`src/rtl/core/assert_macros.svh`:
```
// assertion macros shared by the core, clocked on clk and held off during reset
`ifndef ASSERT_MACROS_SVH
`define ASSERT_MACROS_SVH

// same-cycle implication
`define CHK_NOW(label, ante, cons) \
	label: assert property (@(posedge clk) disable iff (!arst_n) (ante) |-> (cons)) \
		else $error("core check failed");

// next-cycle implication
`define CHK_NEXT(label, ante, cons) \
	label: assert property (@(posedge clk) disable iff (!arst_n) (ante) |=> (cons)) \
		else $error("core check failed");

`endif

```
`src/rtl/core/mlpfe_pkg.sv`:
```
`timescale 1ns / 1ps
package mlpfe_pkg;

	// training set and weights
	localparam int NUM_SAMPLES  = 4;
	localparam int WEIGHT_WIDTH = 16;
	localparam int W_W          = 16;
	localparam int CFG_W        = 4;
	localparam int CFG_ADDR_W   = 2;
	localparam int CNT_W        = (NUM_SAMPLES > 1) ? $clog2(NUM_SAMPLES) : 1;

	// register indexes and reset values
	localparam logic [CFG_ADDR_W-1:0] REG_SAMPLE_A = 2'd0;
	localparam logic [CFG_ADDR_W-1:0] REG_SAMPLE_B = 2'd1;
	localparam logic [CFG_ADDR_W-1:0] REG_TARGET   = 2'd2;
	localparam logic [CFG_W-1:0] RST_SAMPLE_A = 4'd12;
	localparam logic [CFG_W-1:0] RST_SAMPLE_B = 4'd10;
	localparam logic [CFG_W-1:0] RST_TARGET   = 4'd6;

	// front queue
	localparam int QDEPTH = 2;
	localparam int QPTR_W = 1;

	// sigmoid unit
	localparam int SIG_SEGS = 256;
	localparam int SIG_MID  = 128;
	localparam int SIG_LAT  = 5;
	localparam int ARG_W    = 20;
	localparam int SIG_W    = 17;
	localparam logic [63:0] EXP_STEP_Q32 = 64'd3972195407;

	// result widths
	localparam int SUM_W  = 36;
	localparam int FIT_W  = 32;
	localparam int QUO_W  = 63;
	localparam int RAD_W  = 64;
	localparam int ROOT_W = 32;
	localparam int SREM_W = 34;

	typedef logic signed [W_W-1:0] weight_t;

	typedef struct packed {
		weight_t a_h1;
		weight_t a_h2;
		weight_t b_h1;
		weight_t b_h2;
		weight_t h1_out;
		weight_t h2_out;
	} genome_t;

	typedef struct packed {
		logic [CFG_W-1:0] a;
		logic [CFG_W-1:0] b;
		logic [CFG_W-1:0] t;
	} cfg_t;

	// per-sample control riding along the neuron pipeline
	typedef struct packed {
		logic v;
		logic first;
		logic last;
		logic t;
	} ctl_t;

	typedef logic [SIG_W-1:0] sig_tab_t [SIG_SEGS+1];

	// keep the low weight bits, sign extended
	function automatic weight_t fit_weight(weight_t raw);
		return weight_t'($signed(raw[WEIGHT_WIDTH-1:0]));
	endfunction

	// sigmoid points, built at elaboration with a shift-subtract divide
	function automatic sig_tab_t build_sig_tab();
		sig_tab_t tab;
		logic [127:0] e;
		logic [127:0] den;
		logic [127:0] num;
		logic [127:0] rem;
		logic [63:0] quo;
		int m;
		int j;
		e = 128'h1_0000_0000;
		for (m = 0; m <= SIG_MID; m++) begin
			den = 128'h1_0000_0000 + e;
			num = (128'd1 << 48) + (den >> 1);
			rem = '0;
			quo = '0;
			for (j = 63; j >= 0; j--) begin
				rem = {rem[126:0], num[j]};
				if (rem >= den) begin
					rem = rem - den;
					quo[j] = 1'b1;
				end
			end
			tab[SIG_MID+m] = quo[SIG_W-1:0];
			tab[SIG_MID-m] = 17'd65536 - quo[SIG_W-1:0];
			if (m == 0)
				e = {64'd0, EXP_STEP_Q32};
			else
				e = (e * {64'd0, EXP_STEP_Q32} + (128'd1 << 31)) >> 32;
		end
		return tab;
	endfunction

	localparam sig_tab_t SIG_TAB = build_sig_tab();

endpackage

```
`src/rtl/core/mlpfe_front.sv`:
```
`timescale 1ns / 1ps
module mlpfe_front (
	input  logic                                 clk,
	input  logic                                 arst_n,
	input  logic                                 start,
	output logic                                 busy,
	input  mlpfe_pkg::genome_t                   genome,
	input  logic                                 cfg_we,
	input  logic [mlpfe_pkg::CFG_ADDR_W-1:0]     cfg_addr,
	input  logic [mlpfe_pkg::CFG_W-1:0]          cfg_wdata,
	output mlpfe_pkg::cfg_t                      cfg,
	output mlpfe_pkg::genome_t                   head,
	output logic                                 head_valid,
	input  logic                                 pop
);
	import mlpfe_pkg::*;

	cfg_t             cfg_q;
	genome_t          mem_q [QDEPTH];
	logic [QPTR_W-1:0] wp_q;
	logic [QPTR_W-1:0] rp_q;
	logic [QPTR_W:0]   cnt_q;
	logic             push;
	genome_t          clean;

	// sample registers
	always_ff @(posedge clk or negedge arst_n) begin
		if (!arst_n) begin
			cfg_q.a <= RST_SAMPLE_A;
			cfg_q.b <= RST_SAMPLE_B;
			cfg_q.t <= RST_TARGET;
		end else if (cfg_we) begin
			unique case (cfg_addr)
				REG_SAMPLE_A: cfg_q.a <= cfg_wdata;
				REG_SAMPLE_B: cfg_q.b <= cfg_wdata;
				REG_TARGET:   cfg_q.t <= cfg_wdata;
				default: ;
			endcase
		end
	end

	assign cfg = cfg_q;

	// weight cleanup at the door
	always_comb begin
		clean.a_h1   = fit_weight(genome.a_h1);
		clean.a_h2   = fit_weight(genome.a_h2);
		clean.b_h1   = fit_weight(genome.b_h1);
		clean.b_h2   = fit_weight(genome.b_h2);
		clean.h1_out = fit_weight(genome.h1_out);
		clean.h2_out = fit_weight(genome.h2_out);
	end

	assign busy       = (cnt_q == (QPTR_W+1)'(QDEPTH));
	assign push       = start & ~busy;
	assign head_valid = (cnt_q != '0);
	assign head       = mem_q[rp_q];

	// genome queue pointers
	always_ff @(posedge clk or negedge arst_n) begin
		if (!arst_n) begin
			wp_q  <= '0;
			rp_q  <= '0;
			cnt_q <= '0;
		end else begin
			if (push)
				wp_q <= wp_q + 1'b1;
			if (pop)
				rp_q <= rp_q + 1'b1;
			if (push && !pop)
				cnt_q <= cnt_q + 1'b1;
			else if (pop && !push)
				cnt_q <= cnt_q - 1'b1;
		end
	end

	// genome queue storage
	always_ff @(posedge clk) begin
		if (push)
			mem_q[wp_q] <= clean;
	end

endmodule

```
`config.mk`:
```
export PLATFORM = sky130hd
export DESIGN_NAME = mlpfe_front
export DESIGN_NICKNAME = d
export VERILOG_FILES = /design/src/rtl/core/assert_macros.svh /design/src/rtl/core/mlpfe_pkg.sv /design/src/rtl/core/mlpfe_front.sv
export SDC_FILE = /design/constraint.sdc
export NUM_CORES = 1
export LEC_CHECK = 0
export CORE_MARGIN = 2
export CORE_UTILIZATION = 55
export CTS_CLUSTER_SIZE = 16
export DETAILED_ROUTE_END_ITERATION = 8
export DONT_BUFFER_PORTS = 1
export GPL_TIMING_DRIVEN = 1
export PLACE_DENSITY = 0.74
export SYNTH_ARGS = -nofsm -noshare
export SYNTH_HDL_FRONTEND = slang
export SYNTH_SLANG_ARGS = --single-unit
export TNS_END_PERCENT = 50
```
`constraint.sdc`:
```
create_clock -name clk -period 11.5 [get_ports clk]
set_clock_uncertainty 0.15 [all_clocks]
set_input_delay 0.575 -clock clk [delete_from_list [all_inputs] [get_ports clk]]
set_output_delay 0.575 -clock clk [all_outputs]
set_load 0.05 [all_outputs]
```
==> results.sh, run 1 <==
export IMPL_slew_viol_final=0
export IMPL_setup_viol=0
export IMPL_seq_area_frac_synth_pct=80.03
export IMPL_ys_ff_latch=208
export IMPL_fin_hold_ws_ns=0.02334
export IMPL_clk_latency_ns=0.49
export IMPL_hold_path_class="in2reg"
export IMPL_ys_types=18
export IMPL_ant_nets=0
export IMPL_ir_drop_uv=180.3
export IMPL_cap_violations=0
export IMPL_cts_buffers=21
export IMPL_p_leak_uw=0.002912
export IMPL_grt_pass1_wl_microns=18020
export IMPL_run_status="completed"
export IMPL_cp_arrival_ns=2.66
export IMPL_syn_nets=453
export IMPL_dp_hpwl_microns=8310
export IMPL_globalRouteTotalUtil_pct=15.91
export IMPL_power_density_nw_per_um2=321.6
export IMPL_yosysTopAreaCellShare_pct=74.74
export IMPL_row_count=43
export IMPL_synth_cells=345
export IMPL_synth_top_cells_by_area="edfxtp_1, mux2_2, mux2_4"
export IMPL_vias=3088
export IMPL_period_share_pct=29.43
export IMPL_grt_pass1_vias=3249
export IMPL_postRouteWirelength_microns=12470
export IMPL_syn_area_sq_um=7714
export IMPL_antennaDiodeCount=0
export IMPL_cts_root_buf="clkbuf_16"
export IMPL_layout_setup_ws_ns=8.116
export IMPL_grt_start_max_net_pins=68
export IMPL_die_y_microns=122.4
export IMPL_tightest_slew_ns=0.9929
export IMPL_die_area_sq_um=14990
export IMPL_pre_cts_ws_ns=8.558
export IMPL_finalHoldViolations=0
export IMPL_syn_avg_cell_area_sq_um=22.36
export IMPL_clkSinkCount=208
export IMPL_drive_gt1_share_pct=38.99
export IMPL_synthToLayoutAreaGrowth_pct=10.64
export IMPL_ios=217
export IMPL_gp_congestion=0.6958
export IMPL_multiInputGateArea_sq_um=1455
export IMPL_die_width_microns=122.4
export IMPL_drt_iter0_markers=202
export IMPL_crit_fanout=58
export IMPL_max_slew_margin_pct=33.65
export IMPL_critPathKind="reg2out"
export IMPL_grt_setup_unrepaired="false"
export IMPL_max_freq_mhz=295.5
export IMPL_synth_warnings=0
export IMPL_nFillCells=965
export IMPL_grt_remaining_overflow=0
export IMPL_regArea_sq_um=6177
export IMPL_viasPerCell=5.544
export IMPL_tns_ns=0
export IMPL_fin_crit_ns=3.384
export IMPL_synth_largest_area_cell="edfxtp_1"
export IMPL_cts_tree="yes"
export IMPL_clk_pin_slew_ns=0.06
export IMPL_start_util_pct=56.00
export IMPL_coreArea_sq_um=13770
export IMPL_htreeDepth=1
export IMPL_antenna_found_initial=1
export IMPL_portBuffers=0
export IMPL_drc=0
export IMPL_start_kind="register"
export IMPL_drtPass1Iterations=4
export IMPL_critPathRequiredTime_ns=10.78
export IMPL_final_nets=470
export IMPL_endpoint_kind="primary output"
export IMPL_clock_path_buffers=3
export IMPL_post_drt_wl_per_cell_microns=22.39
## stage by stage
step | total power (uW) | util [%] | cells | area (sq um)
3_5_place_dp | 2161 | 57.29 | 517 | 7891
6_report | 2744 | 61.96 | 557 | 8534
2_1_floorplan | 2085 | - | 345 | 7714
5_1_grt | 2845 | 61.96 | 557 | 8534
4_1_cts | 2781 | 61.96 | 557 | 8534
3_3_place_gp | 2141 | 57.29 | 517 | 7891
## flip-flops by register name (all words and copies together), names as in the netlist
name   cells
mem_q    192
cfg       12
cnt_q      2
rp_q       1
wp_q       1
## synth_stat cells
| master | number |
|---|---|
| and3_1 | 1 |
| buf_2 | 6 |
| buf_6 | 5 |
| dfrtp_1 | 10 |
| dfstp_2 | 6 |
| edfxtp_1 | 192 |
| ha_1 | 1 |
| inv_1 | 3 |
| mux2_2 | 78 |
| mux2_4 | 30 |
| nand2_1 | 1 |
| nand2b_1 | 1 |
| nand3b_1 | 2 |
| nor2_1 | 2 |
| nor3b_2 | 1 |
| or2_2 | 1 |
| xnor2_1 | 2 |
| xor2_1 | 3 |
## placed cells by master (no fill, tap or decap)
| master | count |
|---|---|
| clkbuf_16 | 21 |
| ha_1 | 1 |
| nand2_1 | 1 |
| clkinv_1 | 5 |
| nor3b_2 | 1 |
| dfrtp_1 | 9 |
| nor2_4 | 1 |
| and3_4 | 1 |
| clkbuf_1 | 8 |
| edfxtp_1 | 192 |
| buf_4 | 3 |
| nor2_1 | 1 |
| or2_2 | 1 |
| nand2b_1 | 1 |
| nand3b_1 | 2 |
| dfrtp_4 | 1 |
| dlygate4sd3_1 | 2 |
| mux2_2 | 78 |
| clkinv_2 | 2 |
| dfstp_2 | 6 |
| inv_1 | 3 |
| mux2_4 | 30 |
| xor2_1 | 3 |
| xnor2_1 | 2 |
| bufinv_16 | 1 |
| inv_6 | 1 |
## metal layers
| layer | track usage [%] | vias to the layer above | share of wire (%) |
|---|---|---|---|
| met4 | 4.239 | 2 | 1.9 |
| met1 | 17.08 | 1507 | 32 |
| met2 | 26.53 | 161 | 50 |
| li1 | - | 1389 | - |
| met3 | 9.712 | 29 | 15 |
| met5 | 0 | - | 0.10 |
## final cells by class
class	instances	share of cell area, %
clock buffers	29	6.509
clock inverters	9	0.7917
inverters	3	0.1319
multi-input cells	123	17.05
flip-flops and latches	208	72.38
well taps	180	2.639
repair buffers	5	0.4985
## cell families (layout without fill, tap and decap cells)
logic type / Yosys count / count (layout) / share of synthesized area (%)
xor gates and xnor gates: 5 / 5 / 0.5678
muxes: 108 / 108 / 17.23
buffers and inverters: 14 / 46 / 1.265
adders and majority gates: 1 / 1 / 0.1622
DFF: 208 / 208 / 80.03
and+or+nand+nor: 9 / 9 / 0.7462
## critical path, stage by stage, from the launching register on
cell,delay (ns)
dfrtp_4,0.78
buf_4,0.76
mux2_2,0.55
## power breakdown
part	internal [uW]	total, uW	switching (uW)	leakage (uW)
clock	360	611	251	0.000303
sequential	1030	1140	103	0.00196
combinational	231	998	766	0.000647
## worst paths after layout
path	cells after the start	slack [ns]	startpoint	to
min in group asynchronous	1	0.41	arst_n	rp_q
setup reg to reg	4	8.59	cnt_q[0]	mem_q[0][31]
max in group asynchronous	1	10.30	arst_n	rp_q
hold / removal	0	0.02	genome[75]	mem_q[0][75]
setup / recovery	2	8.12	rp_q	head[33]
hold reg to reg	1	0.36	cnt_q[1]	cnt_q[1]
## what timing repair did
action                                  in CTS  in global routing
hold endpoints to repair                    17                  0
resized for setup                            0                  0
endpoints found under the setup margin       0                  0
setup buffers                                0                  0
hold buffers                                 2                  0
Power figures use the tool's default switching activity.
==> inputs of run 2 (changes only) <==
Clock period 11.5 ns to 3.22 ns, I/O delays scaled along.
==> run 2 against run 1 <==
Effect of this change: the flow now stops in clock tree synthesis (4_1_cts); synthesized cell count is the same; area after synthesis is the same.
==> results.sh, run 2 <==
export IMPL_run_status="did not finish"
export IMPL_lastStage="clock tree synthesis (4_1_cts)"
export IMPL_error_line="[ERROR RSZ-0060] Max buffer count reached."
export IMPL_die_width_microns=122.4
export IMPL_placed_cell_area_sq_um=7939
export IMPL_portBuffers=0
export IMPL_clkSinkCount=208
export IMPL_dp_hpwl_microns=8582
export IMPL_synth_async_reset_ratio_pct=7.692
export IMPL_clock_path_buffers=3
export IMPL_yosysTopAreaCellShare_pct=74.74
export IMPL_synth_edff_count=192
export IMPL_start_util_pct=56.00
export IMPL_cts_buffers=21
export IMPL_synth_largest_area_cell="edfxtp_1"
export IMPL_hold_buffers=112
export IMPL_syn_nets=453
export IMPL_gp_congestion=0.6968
export IMPL_die_y_microns=122.4
export IMPL_ys_types=18
export IMPL_ys_ff_latch=208
export IMPL_syn_area_sq_um=7714
export IMPL_synthMostInstantiatedCell="edfxtp_1"
export IMPL_synth_main_ff_cell="edfxtp_1"
export IMPL_cts_root_buf="clkbuf_16"
export IMPL_ios=217
export IMPL_synth_warnings=0
export IMPL_cts_resized=0
export IMPL_syn_avg_cell_area_sq_um=22.36
export IMPL_seq_area_frac_synth_pct=80.03
export IMPL_synth_cells=345
export IMPL_synthTopCellsByCount="edfxtp_1, mux2_2, mux2_4"
export IMPL_htreeDepth=1
export IMPL_synth_top_cells_by_area="edfxtp_1, mux2_2, mux2_4"
export IMPL_row_count=43
export IMPL_post_cts_buffers=0
## run 2: cell counts after synthesis
Identical to the previous run, type by type.
## run 2: logic make-up after synthesis
| family | count (synthesis) | share of synthesized area [%] |
|---|---|---|
| mux | 108 | 17.23 |
| simple gates | 9 | 0.7462 |
| fa+ha+maj | 1 | 0.1622 |
| buf+inv | 14 | 1.265 |
| xor+xnor | 5 | 0.5678 |
| flops | 208 | 80.03 |
## run 2: through the flow
step	setup slack [ns]	instances	hold slack, ns
after floorplan	-0.2011	345	-0.2846
after global placement	1.152	520	-0.2842
after detailed placement	1.098	520	-0.2842
==> inputs of run 3 (changes only) <==
Settings changed: CORE_UTILIZATION 55 to 40, CTS_CLUSTER_SIZE 16 to unset, PLACE_DENSITY 0.74 to unset, PLACE_DENSITY_LB_ADDON set to 0.15.
==> run 3 against run 2 <==
Effect of this change: the flow now finishes without violations.
==> results.sh, run 3 (synthesis gave the netlist of run 1 again) <==
export IMPL_run_status="completed"
export IMPL_final_nets=583
export IMPL_critPathRequiredTime_ns=2.91
export IMPL_path_cells="buf_12 > mux2_2"
export IMPL_drc=0
export IMPL_antennaDiodeCount=0
export IMPL_gp_congestion=0.6886
export IMPL_start_kind="register"
export IMPL_clkSinkCount=208
export IMPL_placed_cell_area_sq_um=8049
export IMPL_crit_slowest_cell="dfrtp_4"
export IMPL_globalRouteTotalUtil_pct=13.99
export IMPL_antenna_found_initial=0
export IMPL_hold_buffers=112
export IMPL_drive_gt1_share_pct=30.61
export IMPL_grt_pass1_wl_microns=21840
export IMPL_ios=217
export IMPL_cap_violations=0
export IMPL_critPathKind="reg2out"
export IMPL_max_freq_mhz=376.7
export IMPL_cts_resized=0
export IMPL_finalHoldViolations=0
export IMPL_period_share_pct=82.45
export IMPL_fin_area_sq_um=9872
export IMPL_power_density_nw_per_um2=1043
export IMPL_drtPass1Iterations=4
export IMPL_tightest_slew_ns=0.7586
export IMPL_synthToLayoutAreaGrowth_pct=27.98
export IMPL_ir_drop_uv=622.4
export IMPL_die_width_microns=142.9
export IMPL_layout_common_cells="edfxtp_1, dlygate4sd3_1, mux2_2, mux2_4, clkbuf_16"
export IMPL_clock_path_buffers=3
export IMPL_hold_path_class="in2async"
export IMPL_vias=3569
export IMPL_clk_latency_ns=0.49
export IMPL_cts_tree="yes"
export IMPL_cts_root_buf="clkbuf_16"
export IMPL_multiInputGateArea_sq_um=1455
export IMPL_htreeDepth=1
export IMPL_postRouteWirelength_microns=14580
export IMPL_crit_buf_inv=1
export IMPL_regArea_sq_um=6177
export IMPL_switching_share_pct=40.46
export IMPL_cts_buffers=23
export IMPL_cp_arrival_ns=2.34
export IMPL_nFillCells=1541
export IMPL_seq_power_share_pct=39.5
export IMPL_die_area_sq_um=20410
export IMPL_cp_startpoint="rp_q"
export IMPL_pwr_share_comb_pct=36.7
export IMPL_die_y_microns=142.9
export IMPL_layout_commonest_cell="edfxtp_1"
export IMPL_grt_remaining_overflow=0
export IMPL_p_leak_uw=0.003427
export IMPL_max_slew_margin_pct=49.43
export IMPL_fin_crit_ns=2.655
export IMPL_start_util_pct=40.96
export IMPL_ant_nets=0
export IMPL_setup_viol=0
export IMPL_row_count=50
export IMPL_post_cts_buffers=0
export IMPL_crit_fanout=49
export IMPL_largest_register_ffs=192
export IMPL_portBuffers=0
export IMPL_viasPerCell=4.759
export IMPL_p_int_uw=6133
export IMPL_grt_start_max_net_pins=53
export IMPL_slew_viol_final=0
export IMPL_endpoint_kind="primary output"
export IMPL_clk_pin_slew_ns=0.06
export IMPL_grt_setup_unrepaired="false"
export IMPL_dp_hpwl_microns=8959
export IMPL_regToRegStartpoint="cnt_q[0]"
export IMPL_regMostFlops="mem_q"
export IMPL_cp_top_family="flip-flops"
export IMPL_coreArea_sq_um=18830
export IMPL_drt_iter0_markers=202
export IMPL_cpPeakStageDelay_ns=0.92
export IMPL_clkPwrFrac_pct=23.7
export IMPL_post_drt_wl_per_cell_microns=19.44
export IMPL_tns_ns=0
export IMPL_p_switching_uw=4167
export IMPL_grt_pass1_vias=3956
==> run 3: layer usage <==
metal  share of wire, %  vias to the layer above  track usage, %
met2                 50                      151           24.82
met1                 39                     1781           15.86
li1                   -                     1614               -
met3                8.7                       23           5.466
met4                2.1                        0           3.491
met5                  0                        -               0
==> run 3: per-stage QoR <==
| step | utilization (%) | worst slack [ns] | hold slack [ns] | total power, uW | std cells |
|---|---|---|---|---|---|
| finish | 52.43 | 0.5650 | 0.01082 | 10300 | 750 |
| floorplan | - | -0.2011 | -0.2846 | 7419 | 345 |
| global route | 52.43 | 0.4303 | 0.04388 | 10710 | 750 |
| detailed placement | 42.74 | 1.035 | -0.2842 | 7826 | 598 |
| global placement | 42.74 | 1.050 | -0.2841 | 7791 | 598 |
| CTS | 52.43 | 0.5086 | 0.009503 | 10430 | 750 |
==> run 3: worst paths after layout <==
kind / endpoint / slack, ns / depth (start not counted)
max: head[85] / 0.57 / 2
min: rp_q / 0.01 / 1
max reg2reg: mem_q[1][15] / 1.09 / 3
min reg2reg: cnt_q[1] / 0.34 / 1
max in group asynchronous: rp_q / 2.39 / 1
min in group clk: mem_q[1][72] / 0.12 / 1
==> run 3: power by group through the flow <==
stage	Clock, uW	Sequential, uW	Combinational (uW)
4_1_cts	2510	4090	3830
2_1_floorplan	0	3980	3440
3_5_place_dp	0	4140	3680
3_3_place_gp	0	4120	3670
6_report	2440	4070	3780
5_1_grt	2640	4150	3930
==> run 3: worst reg2reg max path, stage by stage, from the launching register on <==
cell	delay, ns
dfrtp_1	0.40
nand2b_1	0.18
and3_4	0.65
buf_12	0.39
==> run 3: layout make-up <==
cell class,instances,area share (%)
Clock buffer,32,6.172
Clock inverter,8,0.9379
Inverter,3,0.1141
Multi-Input combinational cell,123,14.74
Sequential cell,208,62.57
Tap cell,260,3.295
Timing Repair Buffer,116,12.17
==> inputs of run 4 (changes only) <==
Clock period 3.22 ns to 2.1 ns, I/O delays scaled along.
==> run 4 against run 3 <==
Effect of this change: final cell count up 0.53%; sequential share of layout area decreased by 0.50 points; clock-buffer cell count fell by 3; flip-flop and latch count unchanged; setup slack worse by 0.49 ns; global-route usage shrank 0.19 points; first-iteration DRC count decreased by 9.9%; total power rose by 55%; core utilization up 0.42 points; sequential power grew 48%; critical path type unchanged.
==> results.sh, run 4 (synthesis gave the netlist of run 1 again) <==
export IMPL_run_status="completed"
export IMPL_power_density_nw_per_um2=1601
export IMPL_wl_met2_microns=6983
export IMPL_regMostFlops="mem_q"
export IMPL_row_count=50
export IMPL_hold_path_class="in2reg"
export IMPL_post_drt_wl_per_cell_microns=18.93
export IMPL_antennaDiodeCount=0
export IMPL_p_switching_uw=6429
export IMPL_crit_buf_inv=1
export IMPL_die_area_sq_um=20410
export IMPL_vias=3591
export IMPL_crit_fanout=54
export IMPL_wl_met3_microns=1341
export IMPL_fin_util_pct=52.84
export IMPL_synthToLayoutAreaGrowth_pct=29.00
export IMPL_fin_crit_ns=2.027
export IMPL_clock_path_buffers=3
export IMPL_ios=217
export IMPL_grt_setup_unrepaired="false"
export IMPL_antenna_found_initial=0
export IMPL_cap_violations=0
export IMPL_clk_latency_ns=0.49
export IMPL_drc=0
export IMPL_ant_nets=0
export IMPL_r2r_cells=2
export IMPL_period_share_pct=96.53
export IMPL_tightest_slew_ns=0.7630
export IMPL_cp_depth=2
export IMPL_die_width_microns=142.9
export IMPL_drt_iter0_markers=182
export IMPL_drive_gt1_share_pct=32.79
export IMPL_grt_pass1_vias=3970
export IMPL_grt_remaining_overflow=0
export IMPL_multiInputGateArea_sq_um=1470
export IMPL_regArea_sq_um=6177
export IMPL_min_path_cells=1
export IMPL_seq_power_share_pct=37.9
export IMPL_layout_common_cells="edfxtp_1, dlygate4sd3_1, mux2_2, mux2_4, clkbuf_16"
export IMPL_drtPass1Iterations=4
export IMPL_finalHoldViolations=0
export IMPL_gp_congestion=0.6921
export IMPL_nFillCells=1506
export IMPL_final_nets=586
export IMPL_layout_commonest_cell="edfxtp_1"
export IMPL_slew_viol_final=0
export IMPL_p_int_uw=9507
export IMPL_cts_tree="yes"
export IMPL_setup_viol=0
export IMPL_start_kind="register"
export IMPL_cts_buffers=23
export IMPL_final_cells=754
export IMPL_clk_pin_slew_ns=0.06
export IMPL_cpPeakStageDelay_ns=0.51
export IMPL_start_util_pct=40.96
export IMPL_wl_met1_microns=5677
export IMPL_coreArea_sq_um=18830
export IMPL_portBuffers=0
export IMPL_max_slew_margin_pct=48.97
export IMPL_clkPwrFrac_pct=23.8
export IMPL_cts_root_buf="clkbuf_16"
export IMPL_max_freq_mhz=493.3
export IMPL_cp_arrival_ns=1.77
export IMPL_dp_cells=601
export IMPL_postRouteWirelength_microns=14270
export IMPL_cp_top_family="multiplexers"
export IMPL_top_signal_layer_used="met4"
export IMPL_clkSinkCount=208
export IMPL_power_total_uw=15940
export IMPL_grt_pass1_wl_microns=21780
export IMPL_die_y_microns=142.9
export IMPL_post_cts_buffers=0
export IMPL_ir_drop_uv=924.4
export IMPL_htreeDepth=1
export IMPL_path_cells="buf_12 > mux2_2"
export IMPL_globalRouteTotalUtil_pct=13.80
export IMPL_dp_hpwl_microns=8897
export IMPL_tns_ns=0
export IMPL_crit_slowest_cell="mux2_2"
export IMPL_critPathRequiredTime_ns=1.85
export IMPL_pwr_share_comb_pct=38.3
export IMPL_endpoint_kind="primary output"
export IMPL_largest_register_ffs=192
export IMPL_viasPerCell=4.763
export IMPL_grt_start_max_net_pins=60
export IMPL_switching_share_pct=40.34
export IMPL_critPathKind="reg2out"
export IMPL_p_leak_uw=0.003473
## run 4: worst paths after layout
| check | from | end | slack, ns |
|---|---|---|---|
| setup / recovery | rp_q | head[36] | 0.07 |
| hold / removal | genome[14] | mem_q[0][14] | 0.12 |
| setup reg to reg | cfg[9] | cfg[9] | 0.34 |
| hold reg to reg | cnt_q[0] | cnt_q[0] | 0.39 |
| max in group asynchronous | arst_n | rp_q | 0.73 |
| min in group asynchronous | arst_n | wp_q | 0.51 |
## run 4: final cells by class
type / instances / share of cell area (%)
multi-input combinational: 123 / 14.77
sequential: 208 / 62.08
clock buffer: 29 / 6.111
tap: 260 / 3.269
timing repair buffer: 119 / 12.55
clock inverter: 12 / 1.107
inverter: 3 / 0.1132
## run 4: worst reg2reg max path, stage by stage (launching register included)
cell	delay [ns]
dfrtp_1	0.56
mux2_2	0.36
dlygate4sd3_1	0.57
## run 4: power by group through the flow
stage / Clock (uW) / Sequential (uW) / Combinational [uW]
2_1_floorplan: 0 / 6080 / 5290
6_report: 3790 / 6040 / 6100
4_1_cts: 3910 / 6050 / 6200
3_5_place_dp: 0 / 6140 / 5970
5_1_grt: 4070 / 6140 / 6370
3_3_place_gp: 0 / 6100 / 5950
## run 4: layer usage
metal,GRT usage [%],vias to the layer above
li1,-,1631
met1,16.26,1780
met2,23.79,158
met3,5.433,22
met4,3.387,0
met5,0,-
## run 4: what timing repair did
| action | in CTS | in global routing |
|---|---|---|
| endpoints found under the hold margin | 328 | 0 |
| gates resized for setup | 0 | 0 |
| hold buffers | 112 | 0 |
## run 4: through the flow
step | hold WS, ns | worst slack, ns | cell area [sq um]
after floorplan | -0.3406 | -0.4899 | 7737
after global placement | -0.3400 | 0.4538 | 8112
after detailed placement | -0.3400 | 0.4024 | 8112
after CTS | 0.09070 | 0.03102 | 9951
after global routing | 0.09801 | 0.003336 | 9951
final | 0.1179 | 0.07292 | 9951
